`src/sv/uart_drb_pkg.sv`:
```
// Shared types and constants for the UART dual ring buffer.
`default_nettype none

package uart_drb_pkg;

   localparam int RING_DEPTH = 256;
   localparam int PTR_W      = (RING_DEPTH > 1) ? $clog2(RING_DEPTH) : 1;

   localparam logic [7:0] CR_BYTE = 8'd13;
   localparam logic [7:0] LF_BYTE = 8'd10;

   typedef enum logic [1:0] {
      MODE_PUSH = 2'd0,
      MODE_POP  = 2'd1,
      MODE_RECV = 2'd2,
      MODE_SEND = 2'd3
   } mode_type;

   typedef enum logic [1:0] {
      ST_OK          = 2'd0,
      ST_TX_FULL     = 2'd1,
      ST_RX_EMPTY    = 2'd2,
      ST_RX_OVERFLOW = 2'd3
   } status_type;

   typedef logic [PTR_W-1:0] ptr_type;

   // Advance a ring pointer, wrapping at the ring depth.
   function automatic ptr_type ring_next(input ptr_type p);
      ptr_type n;
      n = p + ptr_type'(1);
      if (p == ptr_type'(RING_DEPTH - 1)) begin
         n = '0;
      end
      return n;
   endfunction

endpackage

`default_nettype wire

```
`src/sv/uart_dual_ring_buffer_core.sv`:
```
// Top level: transmit and receive ring buffers between a CPU and a UART line.
// An accepted request word goes through the pending stage (registered ring memory read)
//   and then the response register; no new word is taken while one is pending.
// Reset (synchronous, active high) clears all ring pointers and both interrupt
//   enables, sets translate_ff to 1; the ring memories themselves are not cleared.
`default_nettype none

module uart_dual_ring_buffer_core
   import uart_drb_pkg::*;
(
   input  wire logic       clock,
   input  wire logic       reset,
   // request channel
   input  wire logic       req_valid,
   output logic            req_ready,
   input  wire logic [1:0] req_mode,
   input  wire logic [7:0] req_data_in,
   // response channel
   output logic            rsp_valid,
   input  wire logic       rsp_ready,
   output logic [7:0]      rsp_data_out,
   output logic            rsp_data_valid,
   output logic [1:0]      rsp_status,
   output logic            rsp_tx_irq_enable,
   output logic            rsp_rx_irq_enable,
   // configuration
   input  wire logic       csr_wr_en,
   input  wire logic       csr_wr_data
);

   // Ring memories: one write and one registered read per cycle each.
   logic [7:0] tx_mem [RING_DEPTH];
   logic [7:0] rx_mem [RING_DEPTH];
   logic [7:0] tx_q_ff;
   logic [7:0] rx_q_ff;

   // Ring pointers and interrupt enables.
   ptr_type tx_wr_ff, tx_wr_in;
   ptr_type tx_rd_ff, tx_rd_in;
   ptr_type rx_wr_ff, rx_wr_in;
   ptr_type rx_rd_ff, rx_rd_in;
   logic    tx_en_ff, tx_en_in;
   logic    rx_en_ff, rx_en_in;
   logic    translate_ff;

   // Pending stage: a word whose memory read is in flight.
   logic       pend_ff;
   logic       pend_valid_ff, pend_valid_in;
   logic       pend_rx_ff,    pend_rx_in;
   status_type pend_status_ff, pend_status_in;
   logic       pend_tx_en_ff;
   logic       pend_rx_en_ff;

   // Response register.
   logic       rsp_valid_ff;
   logic [7:0] rsp_data_ff;
   logic       rsp_dvalid_ff;
   status_type rsp_status_ff;
   logic       rsp_tx_en_ff;
   logic       rsp_rx_en_ff;

   logic    accept;
   logic    tx_we, tx_re, rx_we, rx_re;
   ptr_type tx_wr_next, tx_rd_next, rx_wr_next, rx_rd_next;
   logic    tx_empty, tx_full, rx_empty, rx_full;
   logic [7:0] rx_byte;

   // Take a new word only when nothing is in flight and the response slot frees.
   assign req_ready = !pend_ff && (!rsp_valid_ff || rsp_ready);
   assign accept    = req_valid && req_ready;

   assign tx_wr_next = ring_next(tx_wr_ff);
   assign tx_rd_next = ring_next(tx_rd_ff);
   assign rx_wr_next = ring_next(rx_wr_ff);
   assign rx_rd_next = ring_next(rx_rd_ff);

   assign tx_empty = (tx_wr_ff == tx_rd_ff);
   assign tx_full  = (tx_wr_next == tx_rd_ff);
   assign rx_empty = (rx_wr_ff == rx_rd_ff);
   assign rx_full  = (rx_wr_next == rx_rd_ff);

   // Decode the operation: pointer moves, memory strobes, flags and status.
   always_comb begin
      tx_wr_in       = tx_wr_ff;
      tx_rd_in       = tx_rd_ff;
      rx_wr_in       = rx_wr_ff;
      rx_rd_in       = rx_rd_ff;
      tx_en_in       = tx_en_ff;
      rx_en_in       = rx_en_ff;
      tx_we          = 1'b0;
      tx_re          = 1'b0;
      rx_we          = 1'b0;
      rx_re          = 1'b0;
      pend_valid_in  = 1'b0;
      pend_rx_in     = 1'b0;
      pend_status_in = ST_OK;
      unique case (mode_type'(req_mode))
         MODE_PUSH: begin
            // A push always arms the transmit interrupt, even when refused.
            if (tx_full) begin
               pend_status_in = ST_TX_FULL;
            end else begin
               tx_we    = 1'b1;
               tx_wr_in = tx_wr_next;
            end
            tx_en_in = 1'b1;
         end
         MODE_POP: begin
            if (rx_empty) begin
               pend_status_in = ST_RX_EMPTY;
               rx_en_in       = 1'b1;
            end else begin
               rx_re         = 1'b1;
               rx_rd_in      = rx_rd_next;
               pend_valid_in = 1'b1;
               pend_rx_in    = 1'b1;
            end
         end
         MODE_RECV: begin
            // Drop the byte on overflow and mask the receive interrupt.
            if (rx_full) begin
               pend_status_in = ST_RX_OVERFLOW;
               rx_en_in       = 1'b0;
            end else begin
               rx_we    = 1'b1;
               rx_wr_in = rx_wr_next;
            end
         end
         MODE_SEND: begin
            if (tx_empty) begin
               tx_en_in = 1'b0;
            end else begin
               tx_re         = 1'b1;
               tx_rd_in      = tx_rd_next;
               pend_valid_in = 1'b1;
               // Clear the transmit interrupt once the last byte leaves.
               if (tx_rd_next == tx_wr_ff) begin
                  tx_en_in = 1'b0;
               end
            end
         end
         default: begin
         end
      endcase
   end

   // Ring memories: write and registered read, both gated by acceptance.
   always_ff @(posedge clock) begin
      if (accept && tx_we) begin
         tx_mem[tx_wr_ff] <= req_data_in;
      end
      if (accept && tx_re) begin
         tx_q_ff <= tx_mem[tx_rd_ff];
      end
   end

   always_ff @(posedge clock) begin
      if (accept && rx_we) begin
         rx_mem[rx_wr_ff] <= req_data_in;
      end
      if (accept && rx_re) begin
         rx_q_ff <= rx_mem[rx_rd_ff];
      end
   end

   // Carriage return becomes line feed on a CPU pop when enabled.
   assign rx_byte = (translate_ff && rx_q_ff == CR_BYTE) ? LF_BYTE : rx_q_ff;

   // Control state: pointers, enables, configuration, stage valids.
   always_ff @(posedge clock) begin
      if (reset) begin
         tx_wr_ff     <= '0;
         tx_rd_ff     <= '0;
         rx_wr_ff     <= '0;
         rx_rd_ff     <= '0;
         tx_en_ff     <= 1'b0;
         rx_en_ff     <= 1'b0;
         translate_ff <= 1'b1;
         pend_ff      <= 1'b0;
         rsp_valid_ff <= 1'b0;
      end else begin
         if (csr_wr_en) begin
            translate_ff <= csr_wr_data;
         end
         if (accept) begin
            tx_wr_ff <= tx_wr_in;
            tx_rd_ff <= tx_rd_in;
            rx_wr_ff <= rx_wr_in;
            rx_rd_ff <= rx_rd_in;
            tx_en_ff <= tx_en_in;
            rx_en_ff <= rx_en_in;
         end
         pend_ff <= accept;
         // Pending word always finds the response slot free.
         if (pend_ff) begin
            rsp_valid_ff <= 1'b1;
         end else if (rsp_ready) begin
            rsp_valid_ff <= 1'b0;
         end
      end
   end

   // Payload of the pending stage and the response register.
   always_ff @(posedge clock) begin
      if (accept) begin
         pend_valid_ff  <= pend_valid_in;
         pend_rx_ff     <= pend_rx_in;
         pend_status_ff <= pend_status_in;
         pend_tx_en_ff  <= tx_en_in;
         pend_rx_en_ff  <= rx_en_in;
      end
      if (pend_ff) begin
         if (!pend_valid_ff) begin
            rsp_data_ff <= 8'd0;
         end else if (pend_rx_ff) begin
            rsp_data_ff <= rx_byte;
         end else begin
            rsp_data_ff <= tx_q_ff;
         end
         rsp_dvalid_ff <= pend_valid_ff;
         rsp_status_ff <= pend_status_ff;
         rsp_tx_en_ff  <= pend_tx_en_ff;
         rsp_rx_en_ff  <= pend_rx_en_ff;
      end
   end

   assign rsp_valid         = rsp_valid_ff;
   assign rsp_data_out      = rsp_data_ff;
   assign rsp_data_valid    = rsp_dvalid_ff;
   assign rsp_status        = rsp_status_ff;
   assign rsp_tx_irq_enable = rsp_tx_en_ff;
   assign rsp_rx_irq_enable = rsp_rx_en_ff;

endmodule

`default_nettype wire

```
`config.mk`:
```
export PLATFORM = sky130hd
export DESIGN_NAME = uart_dual_ring_buffer_core
export DESIGN_NICKNAME = d
export VERILOG_FILES = /design/src/sv/uart_drb_pkg.sv /design/src/sv/uart_dual_ring_buffer_core.sv
export SDC_FILE = /design/constraint.sdc
export NUM_CORES = 2
export LEC_CHECK = 0
export BUFFER_PORTS_ARGS = -buffer_cell sky130_fd_sc_hd__buf_2
export CORE_MARGIN = 2
export CORE_UTILIZATION = 40
export DETAILED_ROUTE_END_ITERATION = 6
export PLACE_DENSITY_LB_ADDON = 0.3
export SETUP_SLACK_MARGIN = 0.4
export SYNTH_ARGS = -nofsm -noshare
export SYNTH_HDL_FRONTEND = slang
export SYNTH_SLANG_ARGS = --single-unit
```
`constraint.sdc`:
```
create_clock -name clock -period 9.7 [get_ports clock]
set_input_delay 0.485 -clock clock [delete_from_list [all_inputs] [get_ports clock]]
set_output_delay 0.485 -clock clock [all_outputs]
set_load 0.1 [all_outputs]
```
Yosys cells after proc, flatten, opt, wreduce, memory -nomap -nowiden
Memories as Yosys holds them, arrays and structs flattened. A register that Yosys moved wholly into a read port is not among the register bits.
Index checks and enable logic that the tools add are counted.
{"block": "totals", "ff_bits": 56, "mem_bits_rw": 4096, "in_bits": 16, "output_inout_bits": 15, "n_memories": 2}
{"block": "classes", "add_sub_neg": 4, "eq_ne": 13, "muxes": 31, "bitwise": 4, "n_reduce_logical": 16}
{"memory": "rx_mem", "words": 256, "word_bits": 8, "rd": 1, "rd_ports_with_merged_regs": 1, "wr": 1, "line": "uart_dual_ring_buffer_core.sv:33", "text": "logic [7:0] rx_mem [RING_DEPTH];"}
{"memory": "tx_mem", "words": 256, "word_bits": 8, "rd": 1, "rd_ports_with_merged_regs": 1, "wr": 1, "line": "uart_dual_ring_buffer_core.sv:32", "text": "logic [7:0] tx_mem [RING_DEPTH];"}
{"cell": "2-to-1 mux 8 bit", "count": 6}
{"cell": "equality test 8 bit", "count": 5}
{"cell": "adder 8 x 1 -> 8 bit, second input constant", "count": 4}
{"cell": "equality test 8 bit, second input constant", "count": 4}
{"cell": "2-to-1 mux 1 bit", "count": 19}
{"cell": "AND reduction 3 bit", "count": 4}
{"cell": "equality test 8 x 4 -> 1 bit, second input constant", "count": 1}
{"cell": "logical AND 1 bit", "count": 7}
{"cell": "one-hot mux 1 bit (2 select lines)", "count": 3}
{"cell": "one-hot mux 2 bit (3 select lines)", "count": 1}
{"cell": "equality test 2 bit, second input constant", "count": 2}
{"cell": "2-to-1 mux 2 bit", "count": 2}
{"cell": "inverter 1 bit", "count": 4}
{"cell": "equality test 2 x 1 -> 1 bit, second input constant", "count": 1}
{"cell": "zero test 1 bit", "count": 2}
{"cell": "zero test 2 bit", "count": 1}
{"cell": "nonzero test 2 bit", "count": 1}
{"cell": "logical OR 1 bit", "count": 1}

Logic depth before layout (Yosys ltp)
{"block": "depth", "depth_word": 8, "ltp_mapped": 14, "mapped_depth_nobuf": 9}

Least setup slack after synthesis
Ideal clock, no wire load.
{"block": "synth_path", "path_type": "reg-to-reg", "start": "register rsp_valid_ff (netlist: rsp_valid)", "end": "memory tx_mem[158][0] (enable)", "t_arrival_ns": 4.753, "t_required_ns": 9.330, "setup_slack_ns": 4.577, "stages_incl_launch_ff": 8, "period_less_slack_ns": 5.123, "cell_sequence": "dfxtp_1 -> a21oi_1 -> nand2_1 -> nor2_1 -> buf_2 -> nand4_2 -> buf_2 -> nor2_1"}
{"block": "synth_via", "elab_chain_cells": 7}
{"item": "start, declared", "line": "uart_dual_ring_buffer_core.sv:55", "text": "logic rsp_valid_ff;"}
{"item": "start signal, assigned", "line": "uart_dual_ring_buffer_core.sv:180", "text": "rsp_valid_ff <= 1'b0;"}
{"item": "start signal, assigned", "line": "uart_dual_ring_buffer_core.sv:196", "text": "rsp_valid_ff <= 1'b1;"}
{"item": "start signal, assigned", "line": "uart_dual_ring_buffer_core.sv:198", "text": "rsp_valid_ff <= 1'b0;"}
{"item": "zero test 1 bit", "line": "uart_dual_ring_buffer_core.sv:69", "text": "assign req_ready = !pend_ff && (!rsp_valid_ff || rsp_ready);"}
{"item": "logical OR 1 bit", "line": "uart_dual_ring_buffer_core.sv:69"}
{"item": "logical AND 1 bit", "line": "uart_dual_ring_buffer_core.sv:69"}
{"item": "named net req_ready", "line": "uart_dual_ring_buffer_core.sv:15", "text": "output logic req_ready,"}
{"item": "logical AND 1 bit", "line": "uart_dual_ring_buffer_core.sv:70", "text": "assign accept = req_valid && req_ready;"}
{"item": "logical AND 1 bit", "line": "uart_dual_ring_buffer_core.sv:149", "text": "if (accept && tx_we) begin"}
{"item": "2-to-1 mux 1 bit", "line": "uart_dual_ring_buffer_core.sv:149"}
{"item": "2-to-1 mux 1 bit (not written as such)", "line": "uart_dual_ring_buffer_core.sv:150", "text": "tx_mem[tx_wr_ff] <= req_data_in;"}
{"item": "end, declared", "line": "uart_dual_ring_buffer_core.sv:32"}
The timed path passes the listed nets, and every way through them passes these cells.

Worst setup path in the final report
{"block": "layout_path", "start": "register tx_wr_ff[5]", "end": "memory tx_mem[129][2] (enable)"}
{"block": "layout_via", "elab_chain_cells": 8}
{"item": "start, declared", "line": "uart_dual_ring_buffer_core.sv:38", "text": "ptr_type tx_wr_ff, tx_wr_in;"}
{"item": "start signal, assigned", "line": "uart_dual_ring_buffer_core.sv:186", "text": "tx_wr_ff <= tx_wr_in;"}
{"item": "adder 8 x 1 -> 8 bit or equality test 8 bit (tied branches)", "line": "uart_drb_pkg.sv:31, uart_drb_pkg.sv:32"}
{"item": "2-to-1 mux 8 bit", "line": "uart_drb_pkg.sv:32", "text": "if (p == ptr_type'(RING_DEPTH - 1)) begin"}
{"item": "equality test 8 bit", "line": "uart_dual_ring_buffer_core.sv:78", "text": "assign tx_full = (tx_wr_next == tx_rd_ff);"}
{"item": "2-to-1 mux 1 bit", "line": "uart_dual_ring_buffer_core.sv:100", "text": "if (tx_full) begin"}
{"item": "2-to-1 mux 1 bit", "line": "uart_dual_ring_buffer_core.sv:97", "text": "unique case (mode_type'(req_mode))"}
{"item": "logical AND 1 bit", "line": "uart_dual_ring_buffer_core.sv:149"}
{"item": "2-to-1 mux 1 bit", "line": "uart_dual_ring_buffer_core.sv:149"}
{"item": "2-to-1 mux 1 bit (not written as such)", "line": "uart_dual_ring_buffer_core.sv:150"}
Parallel ways exist; a longest one is shown, timed or not.

==> impl_metrics.ini <==
[drt]
drtIter0Drc = 11049
postRouteAntennaNets = 0
routed_via_density = 5.94
route.met3.wl_um = 37800
m1WireLength_um = 177000
dr.max_layer_used = met5
vias = 81206
first_pass_iters = 7
wl_met2_um = 209000
wl_per_cell_um = 32.2
wirelength_um = 441000
drc_errors = 0

[synth]
ys_seq_area_frac = 0.766
yosys_warnings = 0
synth_ff_type = edfxtp_1
synth-seq-cells = 4168
netlist_instances = 7787
yosysTopAreaCellShare = 0.761
synth_common_cells = edfxtp_1, mux4_2, nor2_1
syn_nets = 7817
synth_cell_types = 84
synthAdderAreaFrac = 0.00108
synthSimpleGateAreaFrac = 0.0306
synth_top_family_by_area = multiplexers
synth_area_um2 = 163000
synth_compound_area_frac = 0.0284
postSynth.asyncResetShare = 0
synth.mux.area_fraction = 0.157
synth_edf_count = 4131
synth_top_area_cell = edfxtp_1
synth.most_common_cell = edfxtp_1
synth_area_leaders = edfxtp_1, mux4_2, mux2i_1
synth_xor_area_frac = 0.00199
avgSynthCellArea_um2 = 20.9

[floorplan]
die_w_um = 642
rows = 234
dieHeight_um = 642
start_util = 0.401
io_pins = 31
core_area_um2 = 406000
dieArea_um2 = 412000

[cts]
clk_latency_ns = 0.93
clockBufferDepth = 4
cts_sinks = 4168
htree_num_levels = 5
clkTransAtPathRegs_ns = 0.06
numCtsBuffers = 391
clockRootBuffer = clkbuf_16
post_cts_buffers = 0
cts_tree = done

[setup_path]
reg2reg_depth = 7
end_kind = register
cp-start-kind = register
worst-r2r-setup-slack_ns = 4.22
crit_type = register to register
arrival_ns = 6.02
r2r_end = tx_mem[129][2]
timing.rr.start = tx_wr_ff[5]
required_ns = 10.23
path_max_fanout = 23

[place]
io_buffer_count = 30
place_hpwl_um = 265000
pre_cts_slack_ns = 4.34
place_congestion = 0.890

[power_and_ir_drop]
p_comb_frac = 0.016
p_int_uw = 28700
switching_share = 0.198
power.density_nw_per_um2 = 196
p_switching_uw = 7080
irDropWorstVdd_uv = 172
leakage_uw = 0.0531
clockPowerShare = 0.430
seq_power_share = 0.554

[final_layout]
drive_above_1_share = 0.223
area_growth_pct = 11.7
final_nets = 7944

[worst_hold_path]
hold_class = input port to register
holdPathStages = 1
min_to = rx_mem[176][0]
hp-start = req_data_in[0]

[global_routing]
grt_pass1_vias = 80480
grt_use_total = 0.209
overflow = 0
grt_first_pass_wirelength_um = 623000
grt_max_degree = 224
antenna_found_initial = 16

[sta]
clock_skew_ns = 0.0409
max_slew_margin = 0.0502
maxClockFrequency_ghz = 0.182
final.period_utilization = 0.565
period_needed_ns = 5.48
finalHoldViolations = 0
rsz0062_at_grt = no
timing.setup.tns_ns = 0
fin_ws_ns = 4.22
final-setup-viol-count = 0
maxSlewViolCount = 0
tightest_slew_ns = 1.39

[run_status]
outcome = complete, no violations

[run]
max-cap-violations = 0
-- area by class of cell --
class	instances	area, um2
antenna	9	22.5
clock buffer	486	10400
clock inverter	223	2310
fill	33911	224000
inverter	25	98.8
multi-input combinational	3123	35800
sequential	4168	125000
tap	5428	6790
timing repair buffer	205	1750
-- critical path, cell delays in order (launching register included) --
cell,delay (ns)
dfxtp_1,0.63
nand4_2,0.71
nor2_1,0.53
a2bb2oi_1,0.26
or4_1,0.15
or4_2,0.67
nand4_4,1.11
nor2_1,1.01
-- flip-flops by register name, indices dropped and copies added, names as in the netlist, 2 cells and up --
register / cells
rx_mem: 2048
tx_mem: 2048
rsp_data_out: 8
rx_q_ff: 8
rx_rd_ff: 8
rx_wr_ff: 8
tx_q_ff: 8
tx_rd_ff: 8
tx_wr_ff: 8
pend_status_ff: 2
rsp_status: 2
-- per-layer routing --
layer,track usage,vias up
met2,0.330,4290
met1,0.291,43414
met3,0.0372,743
li1,-,32745
met5,0,-
met4,0.0753,14
-- power groups by stage --
stage / Sequential [uW] / Combinational (uW) / Clock [uW]
after floorplan: 20200 / 137 / 0
after detailed placement: 20200 / 567 / 0
after global routing: 19800 / 593 / 16200
after CTS: 19800 / 566 / 15500
after global placement: 20200 / 550 / 0
final: 19800 / 559 / 15400
-- stage by stage --
step	area [um2]	utilization	cells	power [uW]	hold slack (ns)
after floorplan	163000	-	7787	20300	0.400
after global placement	169000	0.417	12944	20700	0.450
after detailed placement	169000	0.417	12946	20800	0.458
after CTS	182000	0.448	13658	35900	0.0118
after global routing	182000	0.448	13661	36600	0.0349
final	182000	0.448	13667	35700	0.0320
-- repair_timing --
item / in CTS / in global routing
resized for setup: 0 / 0
endpoints found under the setup margin: 0 / 0
hold buffers: 3 / 0
endpoints found under the hold margin: 2 / 0
-- cells in the final DEF, fill, tap and decap left out, types with 23 or more instances in the layout --
master and n:
nand2_1 148, clkinv_1 77, nor3_1 36, buf_4 155, mux2_2 33, o21ai_0 68, o22ai_1 48, clkbuf_1 82
dfxtp_1 26, nor2_1 611, a221oi_1 53, nand3_1 79, edfxtp_1 4131, bufinv_16 44, a21oi_1 154, buf_2 23
a211oi_1 31, o221ai_1 65, mux2i_1 314, clkinv_2 71, a22oi_1 91, a31oi_1 23, clkbuf_16 401, nor2b_1 47
mux4_2 979
-- cells by family after synthesis --
kind of cell	after synthesis
mux	1326
xor+xnor	37
fa+ha+maj	14
simple gates	1081
compound gates	665
flops	4168
buf+inv	496
-- how the worst max path moves through the flow --
| stage | from | to | slack, ns | cells after the start |
|---|---|---|---|---|
| after floorplan | rsp_valid | tx_mem[158][0] | 4.58 | 7 |
| after global placement | rx_rd_ff[0] | rx_q_ff[0] | 4.07 | 8 |
| after detailed placement | tx_wr_ff[5] | tx_mem[16][5] | 4.34 | 7 |
| after CTS | tx_wr_ff[5] | tx_mem[81][1] | 4.32 | 7 |
| after global routing | tx_wr_ff[5] | tx_mem[177][7] | 3.97 | 7 |
| final | tx_wr_ff[5] | tx_mem[129][2] | 4.22 | 7 |
(Power assumes the default switching activity.)
